[config.mk]
export PLATFORM = sky130hd
export DESIGN_NAME = cell_state_of_charge_estimator
export DESIGN_NICKNAME = d
export VERILOG_FILES = /design/src/design/socest_pkg.sv /design/src/design/socest_div.sv /design/src/design/cell_state_of_charge_estimator.sv
export SDC_FILE = /design/constraint.sdc
export NUM_CORES = 2
export LEC_CHECK = 0
export BUFFER_PORTS_ARGS = -buffer_cell sky130_fd_sc_hd__buf_4
export CAP_MARGIN = 20
export CORE_MARGIN = 2
export CORE_UTILIZATION = 35
export CTS_CLUSTER_DIAMETER = 40
export DETAILED_ROUTE_END_ITERATION = 10
export GPL_ROUTABILITY_DRIVEN = 0
export HOLD_SLACK_MARGIN = 0.06
export PLACE_DENSITY_LB_ADDON = 0.12
export SLEW_MARGIN = 20
export SYNTH_ARGS = -nofsm -noshare
export SYNTH_HDL_FRONTEND = slang
export SYNTH_SLANG_ARGS = --single-unit
[constraint.sdc]
create_clock -name clk -period 11.5 [get_ports clk]
set_input_delay 2.3 -clock clk [delete_from_list [all_inputs] [get_ports clk]]
set_output_delay 2.3 -clock clk [all_outputs]
set_load 0.03 [all_outputs]
[src/design/socest_pkg.sv]
// Shared types, constants and helpers for the cell state-of-charge estimator.
package socest_pkg;

  localparam int MAX_CELLS   = 4;
  localparam int FIELD_CELLS = 4;
  localparam int CELL_IDX_W  = $clog2(FIELD_CELLS);
  localparam int CELL_CNT_W  = 3;
  localparam logic [CELL_CNT_W-1:0] CELL_LIMIT =
    CELL_CNT_W'(MAX_CELLS < FIELD_CELLS ? MAX_CELLS : FIELD_CELLS);

  localparam int PCT_W = 14;
  localparam logic [15:0] FULL_HUNDREDTHS = 16'd10000;
  localparam logic [15:0] ZERO_SPAN_MV    = 16'd1000;

  // Restoring divider: 18 quotient bits cover the clamped Q.16 ratio and
  // the capacity scaling alike.
  localparam int DIVIDEND_W = 32;
  localparam int DIVISOR_W  = 16;
  localparam int DIV_STEPS  = 18;
  localparam int DIV_CNT_W  = $clog2(DIV_STEPS + 1);

  localparam logic [DIV_STEPS-1:0] X_LIMIT = DIV_STEPS'(163840);
  localparam logic [DIV_STEPS-1:0] X_HALF  = DIV_STEPS'(32768);

  // 0.5 in Q.48, the constant term of the curve numerator
  localparam logic signed [55:0] NUM_BIAS = 56'sd1 <<< 47;

  // x625 is done as four x5 passes.
  localparam int SCALE_STEPS = 4;
  localparam int SCALE_CNT_W = $clog2(SCALE_STEPS);

  localparam int APB_ADDR_W = 5;
  localparam int APB_DATA_W = 32;

  typedef enum logic [2:0] {
    REG_RATED    = 3'd0,
    REG_EMPTY    = 3'd1,
    REG_CELLS    = 3'd2,
    REG_CAPACITY = 3'd3,
    REG_REST     = 3'd4
  } cfg_reg_t;

  typedef enum logic [3:0] {
    S_IDLE,
    S_DIV_GO,
    S_DIV_WAIT,
    S_SQ,
    S_CUBE,
    S_POLY,
    S_SCALE,
    S_STORE,
    S_CLAMP,
    S_REM_MUL,
    S_REM_GO,
    S_REM_WAIT,
    S_DONE
  } socest_state_t;

  typedef struct packed {
    logic [15:0]        cell_a_mv;
    logic [15:0]        cell_b_mv;
    logic [15:0]        cell_c_mv;
    logic [15:0]        cell_d_mv;
    logic signed [15:0] pack_current_ma;
    logic               samples_settled;
    logic               rearm;
  } item_t;

  typedef struct packed {
    logic [15:0] soc_a;
    logic [15:0] soc_b;
    logic [15:0] soc_c;
    logic [15:0] soc_d;
    logic [1:0]  lowest_cell;
    logic [15:0] remaining_capacity;
    logic        fresh;
    logic        latched;
  } result_t;

  typedef struct packed {
    logic                  start;
    logic [DIVIDEND_W-1:0] dividend;
    logic [DIVISOR_W-1:0]  divisor;
  } div_req_t;

  typedef struct packed {
    logic                 done;
    logic                 overflow;
    logic [DIV_STEPS-1:0] quotient;
  } div_rsp_t;

  function automatic logic [15:0] cell_mv(input item_t it, input logic [CELL_IDX_W-1:0] idx);
    logic [15:0] v;
    case (idx)
      2'd0:    v = it.cell_a_mv;
      2'd1:    v = it.cell_b_mv;
      2'd2:    v = it.cell_c_mv;
      default: v = it.cell_d_mv;
    endcase
    return v;
  endfunction

endpackage

[src/design/socest_div.sv]
// Iterative restoring divider, one quotient bit per cycle.
module socest_div import socest_pkg::*; (
  input  logic     clk,
  input  logic     rst,
  input  div_req_t req,
  output div_rsp_t rsp
);

  logic [DIVISOR_W-1:0] rem;
  logic [DIVISOR_W-1:0] divisor;
  logic [DIV_STEPS-1:0] quo;
  logic [DIV_CNT_W-1:0] steps;
  logic                 busy;
  logic                 done;
  logic                 overflow;
  logic [DIVISOR_W:0]   shifted;
  logic [DIVISOR_W+1:0] diff;
  logic [DIVISOR_W-1:0] upper;

  assign upper   = DIVISOR_W'(req.dividend[DIVIDEND_W-1:DIV_STEPS]);
  assign shifted = {rem, quo[DIV_STEPS-1]};
  assign diff    = {1'b0, shifted} - {2'b00, divisor};

  always_ff @(posedge clk) begin
    if (rst) begin
      busy <= 1'b0;
      done <= 1'b0;
    end else begin
      done <= 1'b0;
      if (req.start) begin
        busy <= 1'b1;
      end else if (busy && steps == DIV_CNT_W'(1)) begin
        busy <= 1'b0;
        done <= 1'b1;
      end
    end
  end

  // Quotient bits shift in as dividend bits shift out.
  always_ff @(posedge clk) begin
    if (req.start) begin
      rem      <= upper;
      quo      <= req.dividend[DIV_STEPS-1:0];
      divisor  <= req.divisor;
      overflow <= (upper >= req.divisor);
      steps    <= DIV_CNT_W'(DIV_STEPS);
    end else if (busy) begin
      steps <= steps - DIV_CNT_W'(1);
      if (!diff[DIVISOR_W+1]) begin
        rem <= diff[DIVISOR_W-1:0];
        quo <= {quo[DIV_STEPS-2:0], 1'b1};
      end else begin
        rem <= shifted[DIVISOR_W-1:0];
        quo <= {quo[DIV_STEPS-2:0], 1'b0};
      end
    end
  end

  assign rsp.done     = done;
  assign rsp.overflow = overflow;
  assign rsp.quotient = quo;

endmodule

[src/design/cell_state_of_charge_estimator.sv]
// Top level of the open-circuit-voltage cell state-of-charge estimator.
//
// Each item is taken only while the block is idle. An item that makes no estimate
// (latch closed, pack not resting, or samples not settled) goes straight to the done state
// and loads its result into the output register once that register is free, after which
// the block returns to idle. An estimate runs the fitted cells one after another through
// a shared 18-step restoring divider and one 36x19 multiplier, then clamps the weakest
// cell, scales the capacity through the same divider and loads the result. Most of an
// estimate's time is spent in the divider. A finished result waits in an output register
// while the next item may already be transferred in.
module cell_state_of_charge_estimator import socest_pkg::*; (
  input  logic                  clk,
  input  logic                  rst,
  input  logic                  item_valid,
  output logic                  item_stall,
  input  item_t                 item,
  output logic                  result_valid,
  input  logic                  result_stall,
  output result_t               result,
  input  logic                  psel,
  input  logic                  penable,
  input  logic                  pwrite,
  input  logic [APB_ADDR_W-1:0] paddr,
  input  logic [APB_DATA_W-1:0] pwdata,
  output logic [APB_DATA_W-1:0] prdata,
  output logic                  pready
);

  // Configuration registers
  logic [15:0] rated_millivolts;
  logic [15:0] empty_millivolts;
  logic [2:0]  cells_in_use;
  logic [15:0] full_capacity;
  logic [14:0] rest_current_limit;

  // Block state
  socest_state_t state, state_next;
  logic [15:0]   soc_store [FIELD_CELLS];
  logic          estimate_taken;
  logic [1:0]    weakest_index;
  logic [15:0]   remaining_store;
  logic          fresh;

  // Working registers
  item_t                  cur_item;
  logic [CELL_IDX_W-1:0]  cell_idx;
  logic [CELL_CNT_W-1:0]  cell_total;
  logic [CELL_IDX_W-1:0]  low_idx;
  logic [15:0]            best;
  logic signed [18:0]     dval;
  logic signed [54:0]     prod;
  logic [60:0]            acc;
  logic                   num_neg;
  logic                   num_big;
  logic [SCALE_CNT_W-1:0] scale_cnt;
  logic [PCT_W-1:0]       pct;

  // Combinational
  logic                  item_take;
  logic [15:0]           cur_mag;
  logic                  go_est;
  logic [CELL_CNT_W-1:0] cells_active;
  logic [16:0]           span_diff;
  logic                  span_neg;
  logic [15:0]           span_div;
  logic [15:0]           head;
  logic [15:0]           cur_mv;
  logic [DIV_STEPS-1:0]  x_clamped;
  logic signed [35:0]    mul_a;
  logic signed [18:0]    mul_b;
  logic signed [54:0]    mul_p;
  logic signed [55:0]    prod_x;
  logic signed [55:0]    d_x;
  logic signed [55:0]    num_w;
  logic [15:0]           soc_val;
  logic [15:0]           low_soc;
  logic [15:0]           pct_w;
  logic                  last_cell;
  logic                  result_load;
  div_req_t              div_req;
  div_rsp_t              div_rsp;

  socest_div u_div (
    .clk (clk),
    .rst (rst),
    .req (div_req),
    .rsp (div_rsp)
  );

  // ---------------- configuration port ----------------
  assign pready = 1'b1;

  always_ff @(posedge clk) begin
    if (rst) begin
      rated_millivolts   <= 16'd4200;
      empty_millivolts   <= 16'd3000;
      cells_in_use       <= 3'd4;
      full_capacity      <= 16'd0;
      rest_current_limit <= 15'd50;
    end else if (psel && penable && pwrite) begin
      case (cfg_reg_t'(paddr[4:2]))
        REG_RATED:    rated_millivolts   <= pwdata[15:0];
        REG_EMPTY:    empty_millivolts   <= pwdata[15:0];
        REG_CELLS:    cells_in_use       <= pwdata[2:0];
        REG_CAPACITY: full_capacity      <= pwdata[15:0];
        REG_REST:     rest_current_limit <= pwdata[14:0];
        default: ;
      endcase
    end
  end

  always_comb begin
    case (cfg_reg_t'(paddr[4:2]))
      REG_RATED:    prdata = APB_DATA_W'(rated_millivolts);
      REG_EMPTY:    prdata = APB_DATA_W'(empty_millivolts);
      REG_CELLS:    prdata = APB_DATA_W'(cells_in_use);
      REG_CAPACITY: prdata = APB_DATA_W'(full_capacity);
      REG_REST:     prdata = APB_DATA_W'(rest_current_limit);
      default:      prdata = '0;
    endcase
  end

  // ---------------- input decisions ----------------
  assign item_stall = (state != S_IDLE);
  assign item_take  = item_valid && !item_stall;

  assign cur_mag      = item.pack_current_ma[15] ? (~item.pack_current_ma + 16'd1)
                                                 : item.pack_current_ma;
  assign go_est       = (!estimate_taken || item.rearm) && item.samples_settled &&
                        (cur_mag < {1'b0, rest_current_limit});
  assign cells_active = (cells_in_use > CELL_LIMIT) ? CELL_LIMIT : cells_in_use;

  // ---------------- cell arithmetic ----------------
  assign span_diff = {1'b0, rated_millivolts} - {1'b0, empty_millivolts};
  assign span_neg  = span_diff[16];
  assign span_div  = (span_diff == 17'd0) ? ZERO_SPAN_MV : span_diff[15:0];

  assign cur_mv = cell_mv(cur_item, cell_idx);
  assign head   = (cur_mv > empty_millivolts) ? (cur_mv - empty_millivolts) : 16'd0;

  assign x_clamped = (div_rsp.overflow || div_rsp.quotient > X_LIMIT) ? X_LIMIT
                                                                     : div_rsp.quotient;

  assign mul_p = mul_a * mul_b;

  assign prod_x = {prod[54], prod};
  assign d_x    = {{37{dval[18]}}, dval};
  assign num_w  = (prod_x <<< 1) + (d_x <<< 31) + NUM_BIAS;

  always_comb begin
    if (num_neg || span_neg) begin
      soc_val = 16'd0;
    end else if (num_big || acc[60]) begin
      soc_val = 16'hFFFF;
    end else begin
      soc_val = acc[59:44];
    end
  end

  assign low_soc   = soc_store[low_idx];
  assign pct_w     = (low_soc > FULL_HUNDREDTHS) ? FULL_HUNDREDTHS : low_soc;
  assign last_cell = ({1'b0, cell_idx} + CELL_CNT_W'(1)) == cell_total;

  // ---------------- sequencer ----------------
  always_ff @(posedge clk) begin
    if (rst) begin
      state <= S_IDLE;
    end else begin
      state <= state_next;
    end
  end

  always_comb begin
    state_next = state;
    case (state)
      S_IDLE: begin
        if (item_take) begin
          if (!go_est) begin
            state_next = S_DONE;
          end else if (cells_active == '0) begin
            state_next = S_CLAMP;
          end else begin
            state_next = S_DIV_GO;
          end
        end
      end
      S_DIV_GO:   state_next = S_DIV_WAIT;
      S_DIV_WAIT: if (div_rsp.done) state_next = S_SQ;
      S_SQ:       state_next = S_CUBE;
      S_CUBE:     state_next = S_POLY;
      S_POLY:     state_next = S_SCALE;
      S_SCALE:    if (scale_cnt == '0) state_next = S_STORE;
      S_STORE:    state_next = last_cell ? S_CLAMP : S_DIV_GO;
      S_CLAMP:    state_next = S_REM_MUL;
      S_REM_MUL:  state_next = S_REM_GO;
      S_REM_GO:   state_next = S_REM_WAIT;
      S_REM_WAIT: if (div_rsp.done) state_next = S_DONE;
      S_DONE:     if (!result_valid || !result_stall) state_next = S_IDLE;
      default:    state_next = S_IDLE;
    endcase
  end

  always_comb begin
    div_req.start    = 1'b0;
    div_req.dividend = {head, 16'd0};
    div_req.divisor  = span_div;
    mul_a            = '0;
    mul_b            = '0;
    result_load      = 1'b0;
    case (state)
      S_DIV_GO: div_req.start = 1'b1;
      S_SQ: begin
        mul_a = {{17{dval[18]}}, dval};
        mul_b = dval;
      end
      S_CUBE: begin
        mul_a = prod[35:0];
        mul_b = dval;
      end
      S_REM_MUL: begin
        mul_a = {{(36-PCT_W){1'b0}}, pct};
        mul_b = {3'b000, full_capacity};
      end
      S_REM_GO: begin
        div_req.start    = 1'b1;
        div_req.dividend = prod[DIVIDEND_W-1:0];
        div_req.divisor  = FULL_HUNDREDTHS;
      end
      S_DONE: result_load = !result_valid || !result_stall;
      default: ;
    endcase
  end

  // ---------------- control state ----------------
  always_ff @(posedge clk) begin
    if (rst) begin
      estimate_taken  <= 1'b0;
      weakest_index   <= '0;
      remaining_store <= '0;
      fresh           <= 1'b0;
      for (int i = 0; i < FIELD_CELLS; i++) soc_store[i] <= '0;
    end else begin
      case (state)
        S_IDLE: begin
          if (item_take) begin
            fresh <= 1'b0;
            if (item.rearm) estimate_taken <= 1'b0;
          end
        end
        S_STORE: soc_store[cell_idx] <= soc_val;
        S_CLAMP: soc_store[low_idx]  <= pct_w;
        S_REM_WAIT: begin
          if (div_rsp.done) begin
            remaining_store <= div_rsp.quotient[15:0];
            weakest_index   <= low_idx;
            estimate_taken  <= 1'b1;
            fresh           <= 1'b1;
          end
        end
        default: ;
      endcase
    end
  end

  // ---------------- datapath ----------------
  always_ff @(posedge clk) begin
    case (state)
      S_IDLE: begin
        if (item_take) begin
          cur_item   <= item;
          cell_idx   <= '0;
          cell_total <= cells_active;
          low_idx    <= '0;
          best       <= FULL_HUNDREDTHS;
        end
      end
      S_DIV_WAIT: begin
        if (div_rsp.done) begin
          dval <= $signed({1'b0, x_clamped}) - $signed({1'b0, X_HALF});
        end
      end
      S_SQ:   prod <= mul_p;
      S_CUBE: prod <= mul_p;
      S_POLY: begin
        num_neg   <= num_w[55] || (num_w == '0);
        num_big   <= !num_w[55] && (num_w[54:51] != '0);
        acc       <= {10'd0, num_w[50:0]};
        scale_cnt <= SCALE_CNT_W'(SCALE_STEPS - 1);
      end
      S_SCALE: begin
        acc       <= (acc << 2) + acc;
        scale_cnt <= scale_cnt - SCALE_CNT_W'(1);
      end
      S_STORE: begin
        // keep the first cell that is strictly lowest
        if (soc_val < best) begin
          best    <= soc_val;
          low_idx <= cell_idx;
        end
        cell_idx <= cell_idx + CELL_IDX_W'(1);
      end
      S_CLAMP:   pct  <= pct_w[PCT_W-1:0];
      S_REM_MUL: prod <= mul_p;
      default: ;
    endcase
  end

  // ---------------- output register ----------------
  always_ff @(posedge clk) begin
    if (rst) begin
      result_valid <= 1'b0;
    end else if (result_load) begin
      result_valid <= 1'b1;
    end else if (!result_stall) begin
      result_valid <= 1'b0;
    end
  end

  always_ff @(posedge clk) begin
    if (result_load) begin
      result.soc_a              <= soc_store[0];
      result.soc_b              <= soc_store[1];
      result.soc_c              <= soc_store[2];
      result.soc_d              <= soc_store[3];
      result.lowest_cell        <= weakest_index;
      result.remaining_capacity <= remaining_store;
      result.fresh              <= fresh;
      result.latched            <= estimate_taken;
    end
  end

endmodule
==> flow_results.org <==
** STA
- Setup violations remaining at the end of the flow were counted as 0.
- For the final database, setup skew stands at approximately 0.08 ns.
- Min Clock Period, post-route :: 10.56 ns
- Post-route clock period utilization :: between 90% and 100%
- Final count of pins violating max slew :: 0
- In the final timing run, aggregate negative setup slack is 0 ns.
- Based on the critical path, the design can be clocked at up to 0.0947 GHz.
- Fin Hold WS :: 0.420 ns
- For the pin with the worst max-slew slack, the measured transition is 1.17 ns.
- Headroom to the max-slew limit came out at between 20% and 30%.
- Setup repair after global routing left no endpoint under its margin.
- Hold violation total from the final report :: 0

** Job
- Reported max-cap violation count :: 0

** Route
- For this block, the routed nets add up to approximately 180000 um of wire.
- Drt first-iter violations :: a little over 3000
- In the final routed layout, each cell accounts on average for 22.7 um.
- Using the TritonRoute via totals, the vias-per-cell ratio works out to 5.17.
- Number of DRC violations after detailed routing :: 0
- The first detailed-routing pass ran for 6 iterations.
- Via total after detailed routing :: 39800
- In this run the remaining antenna-violating nets after routing total 0.

** Status
- The run finished with clean final reports.

** Setup path
- Req. time, crit path :: 11.89 ns
- Nature of the critical path startpoint :: flop
- Along the worst path, the maximum fanout reaches 31.
- In this run the worst setup path begins at state[1].
- Kind of critical path :: flop to flop
- The startpoint identified for the worst register-to-register timing path is state[1].
- Data on the critical path arrives at its endpoint at 10.96 ns.
- Setup crit end kind :: flop

** Clock tree
- CTS tree :: yes
- The clock reaches the later pin of the worst-skew pair after 0.69 ns.
- Hold Buf Count CTS :: 0
- Clock slew seen by the registers of the worst setup and hold paths :: around 0.060 ns
- Post-CTS resize count :: 0
- Clock tree synthesis inserted a total of 93 buffers.
- After clock tree synthesis, the setup repair step added 0 buffers.
- The clock passes through at most 3 buffers.
- The tree built by TritonCTS fans out to 538 sinks.
- Clock tree synthesis selected as its root buffer the cell sky130_fd_sc_hd__clkbuf_16.
- The clock tree synthesis step divided the H-tree into 3 levels.

** Finish
- Fraction of final layout cells with drive strength greater than 1 :: 9.56%
- Post-route core utilization :: between 40 and 50%
- Synthesis-to-finish area growth :: 13.7%
- Layout Cell Area excl Fill :: 59900 um^2
- The library cell used most frequently in the layout, excluding fill and tap cells, is sky130_fd_sc_hd__inv_1.
- Most frequent cells in the layout :: sky130_fd_sc_hd__inv_1, sky130_fd_sc_hd__nand2_1, sky130_fd_sc_hd__fa_1
- After filler insertion, the fill cell instance count of the layout stands at 14900.
- Number of nets in the layout :: 6748

** Floorplan
- Measured along the x axis, the die boundary spans around 390 um.
- Initial core utilization :: between 30% and 40%
- Total I/O pin count :: ~250
- Overall die height :: about 390 um
- The die covers between 150000 and 200000 um^2.
- The initialized floorplan defines 142 standard-cell rows.
- Placeable Area :: 150000 um^2

** Yosys
- Mapped Avg Cell Area :: 9.66 um^2
- Synthesized netlist cell count :: 5459
- Yosys printed 0 warnings.
- Counting flops with a built-in enable in the synthesized netlist gives 436.
- Of the synthesized area, sequential elements account for 28.7%.
- After synthesis the cells add up to ~53000 um^2.
- After synthesis, the netlist uses 89 different library cells.
- Share of synthesized flip-flops with an asynchronous set or reset :: 0%
- Leading register cell type out of synthesis :: sky130_fd_sc_hd__edfxtp_1
- Counting flops and latches in the post-synthesis netlist gives 538.

** Placement
- Half-perimeter wire length of the detailed placement result :: 139000 um
- # port buffers :: roughly 210
- After detailed placement, the total cell area comes to around 57000 um^2.

** Power and ir drop
- Combinational power share :: between 50 and 60%
- Net switching power figure :: roughly 0.006 W
- Cell internal pwr :: between 0.007 and 0.008 W
- Cell Pwr Density :: 217 nW/um^2
- Maximum VDD drop :: 0.167 mV
- Static leakage :: 27.0 nW
- Of the total power, the clock network draws 22.2%.
- Switching Fraction :: 45.9%
- Of the total power, registers draw 24.5%.

** Global routing
- Number of global-route vias before repair :: around 40000
- Maximum number of pins on one net before global-route repair :: 86
- The initial antenna violation count came to 4.
- Global-route wire length before repair :: 262000 um
- Across every metal layer, demand over resource in global routing totals 22.9%.
- GRT overflow :: 0

** Hold path
- Hold/Removal Path Class :: flop to flop
- Min-Delay Startpoint :: remaining_store[1]
==> logic make-up (layout without fill, tap and decap cells) <==
kind of cell / count (synthesis) / count (layout) / synth area share, %
DFF: 538 / 538 / 28.7
other: 2 / 18 / 0.0142
muxes: 65 / 65 / 1.58
AOI/OAI and AO/OA: 950 / 950 / 11.9
buffers and inverters: 1019 / 1234 / 7.39
and+or+nand+nor: 1695 / 1695 / 14.0
xor gates and xnor gates: 176 / 176 / 2.92
adders and majority gates: 1014 / 1014 / 33.5
==> final timing paths <==
kind	end	slack [ns]	cells after the start
worst min register to register	result[3]	0.42	0
worst min-delay path	result[3]	0.42	0
worst max-delay path	prod[53]	0.94	24
worst max register to register	prod[53]	0.94	24
==> registers in the layout, indices dropped and copies added (netlist names), 3 cells and up, named ones only <==
register and cells:
acc 60, best 16, cell_total 3, cells_in_use 3, cur_item 64, dval 19, empty_millivolts 16, full_capacity 16
pct 14, prod 55, rated_millivolts 16, remaining_store 16, rest_current_limit 15, result 84, soc_store 64, state 4
u_div.divisor 16, u_div.quo 18, u_div.rem 16, u_div.steps 5
==> through the flow <==
step	setup slack, ns	total power [W]	cells
floorplan	2.94	0.00765	5474
global placement	1.20	0.0101	7527
detailed placement	1.18	0.0101	7528
CTS	1.06	0.0131	7704
global route	0.473	0.0139	7705
finish	0.936	0.0130	7706
==> worst max-delay path, stage by stage (launching register included) <==
cell and delay [ns]:
sky130_fd_sc_hd__dfxtp_1 0.71, sky130_fd_sc_hd__nor2b_1 0.50, sky130_fd_sc_hd__and2_1 0.24, sky130_fd_sc_hd__or2_2 0.59
sky130_fd_sc_hd__a22o_1 0.91, sky130_fd_sc_hd__buf_4 0.30, sky130_fd_sc_hd__nand2_1 0.08, sky130_fd_sc_hd__fa_1 0.51
sky130_fd_sc_hd__fa_1 0.52, sky130_fd_sc_hd__fa_1 0.53, sky130_fd_sc_hd__inv_1 0.06, sky130_fd_sc_hd__fa_1 0.57
sky130_fd_sc_hd__fa_1 0.43, sky130_fd_sc_hd__fa_1 0.44, sky130_fd_sc_hd__ha_1 0.29, sky130_fd_sc_hd__ha_1 0.35
sky130_fd_sc_hd__a211oi_1 0.56, sky130_fd_sc_hd__nand2_1 0.34, sky130_fd_sc_hd__a2111oi_0 0.43, sky130_fd_sc_hd__o21ai_1 0.40
sky130_fd_sc_hd__a221oi_2 0.54, sky130_fd_sc_hd__o21ai_1 0.29, sky130_fd_sc_hd__a31o_1 0.28, sky130_fd_sc_hd__a31o_1 0.23
sky130_fd_sc_hd__xor2_1 0.13
==> metal layers <==
metal  track usage, %  wire length [um]  up-vias
met5                0                 0        -
met4             7.51              6150        0
li1                 -                 -    18400
met3             2.53              9640      218
met1             33.3             81200    20000
met2             35.5             78200     1211
==> cells in the mapped netlist, types with 50 or more instances <==
cell / count / area, um^2
sky130_fd_sc_hd__ha_1: 351 / 4390
sky130_fd_sc_hd__nor2_1: 575 / 2160
sky130_fd_sc_hd__inv_1: 761 / 2860
sky130_fd_sc_hd__clkbuf_1: 218 / 818
sky130_fd_sc_hd__dfxtp_1: 102 / 2040
sky130_fd_sc_hd__and2_1: 64 / 400
sky130_fd_sc_hd__edfxtp_1: 436 / 13100
sky130_fd_sc_hd__nand2_1: 719 / 2700
sky130_fd_sc_hd__xnor2_1: 115 / 1010
sky130_fd_sc_hd__a21oi_1: 255 / 1280
sky130_fd_sc_hd__a21o_1: 114 / 856
sky130_fd_sc_hd__o21ai_0: 177 / 886
sky130_fd_sc_hd__nor3_1: 50 / 250
sky130_fd_sc_hd__xor2_1: 61 / 534
sky130_fd_sc_hd__fa_1: 663 / 13300
==> cell type report <==
class	instances	area [um^2]	area share [%]
clock inverter	71	827	1.38
clock buffer	105	2490	4.15
inverter	763	2860	4.78
antenna	1	2.50	0.00418
multi-input combinational	3917	33800	56.5
sequential	538	15100	25.3
tap	2016	2520	4.21
timing repair buffer	295	2230	3.72
==> power by group through the flow <==
stage          clock network (W)  logic, W  registers [W]
2_1_floorplan                  0   0.00463        0.00301
3_3_place_gp                   0   0.00689        0.00321
3_5_place_dp                   0   0.00690        0.00321
4_1_cts                  0.00295   0.00697        0.00318
5_1_grt                  0.00304   0.00769        0.00321
6_report                 0.00289   0.00693        0.00319
No activity file was read; power rests on OpenSTA's default activity.
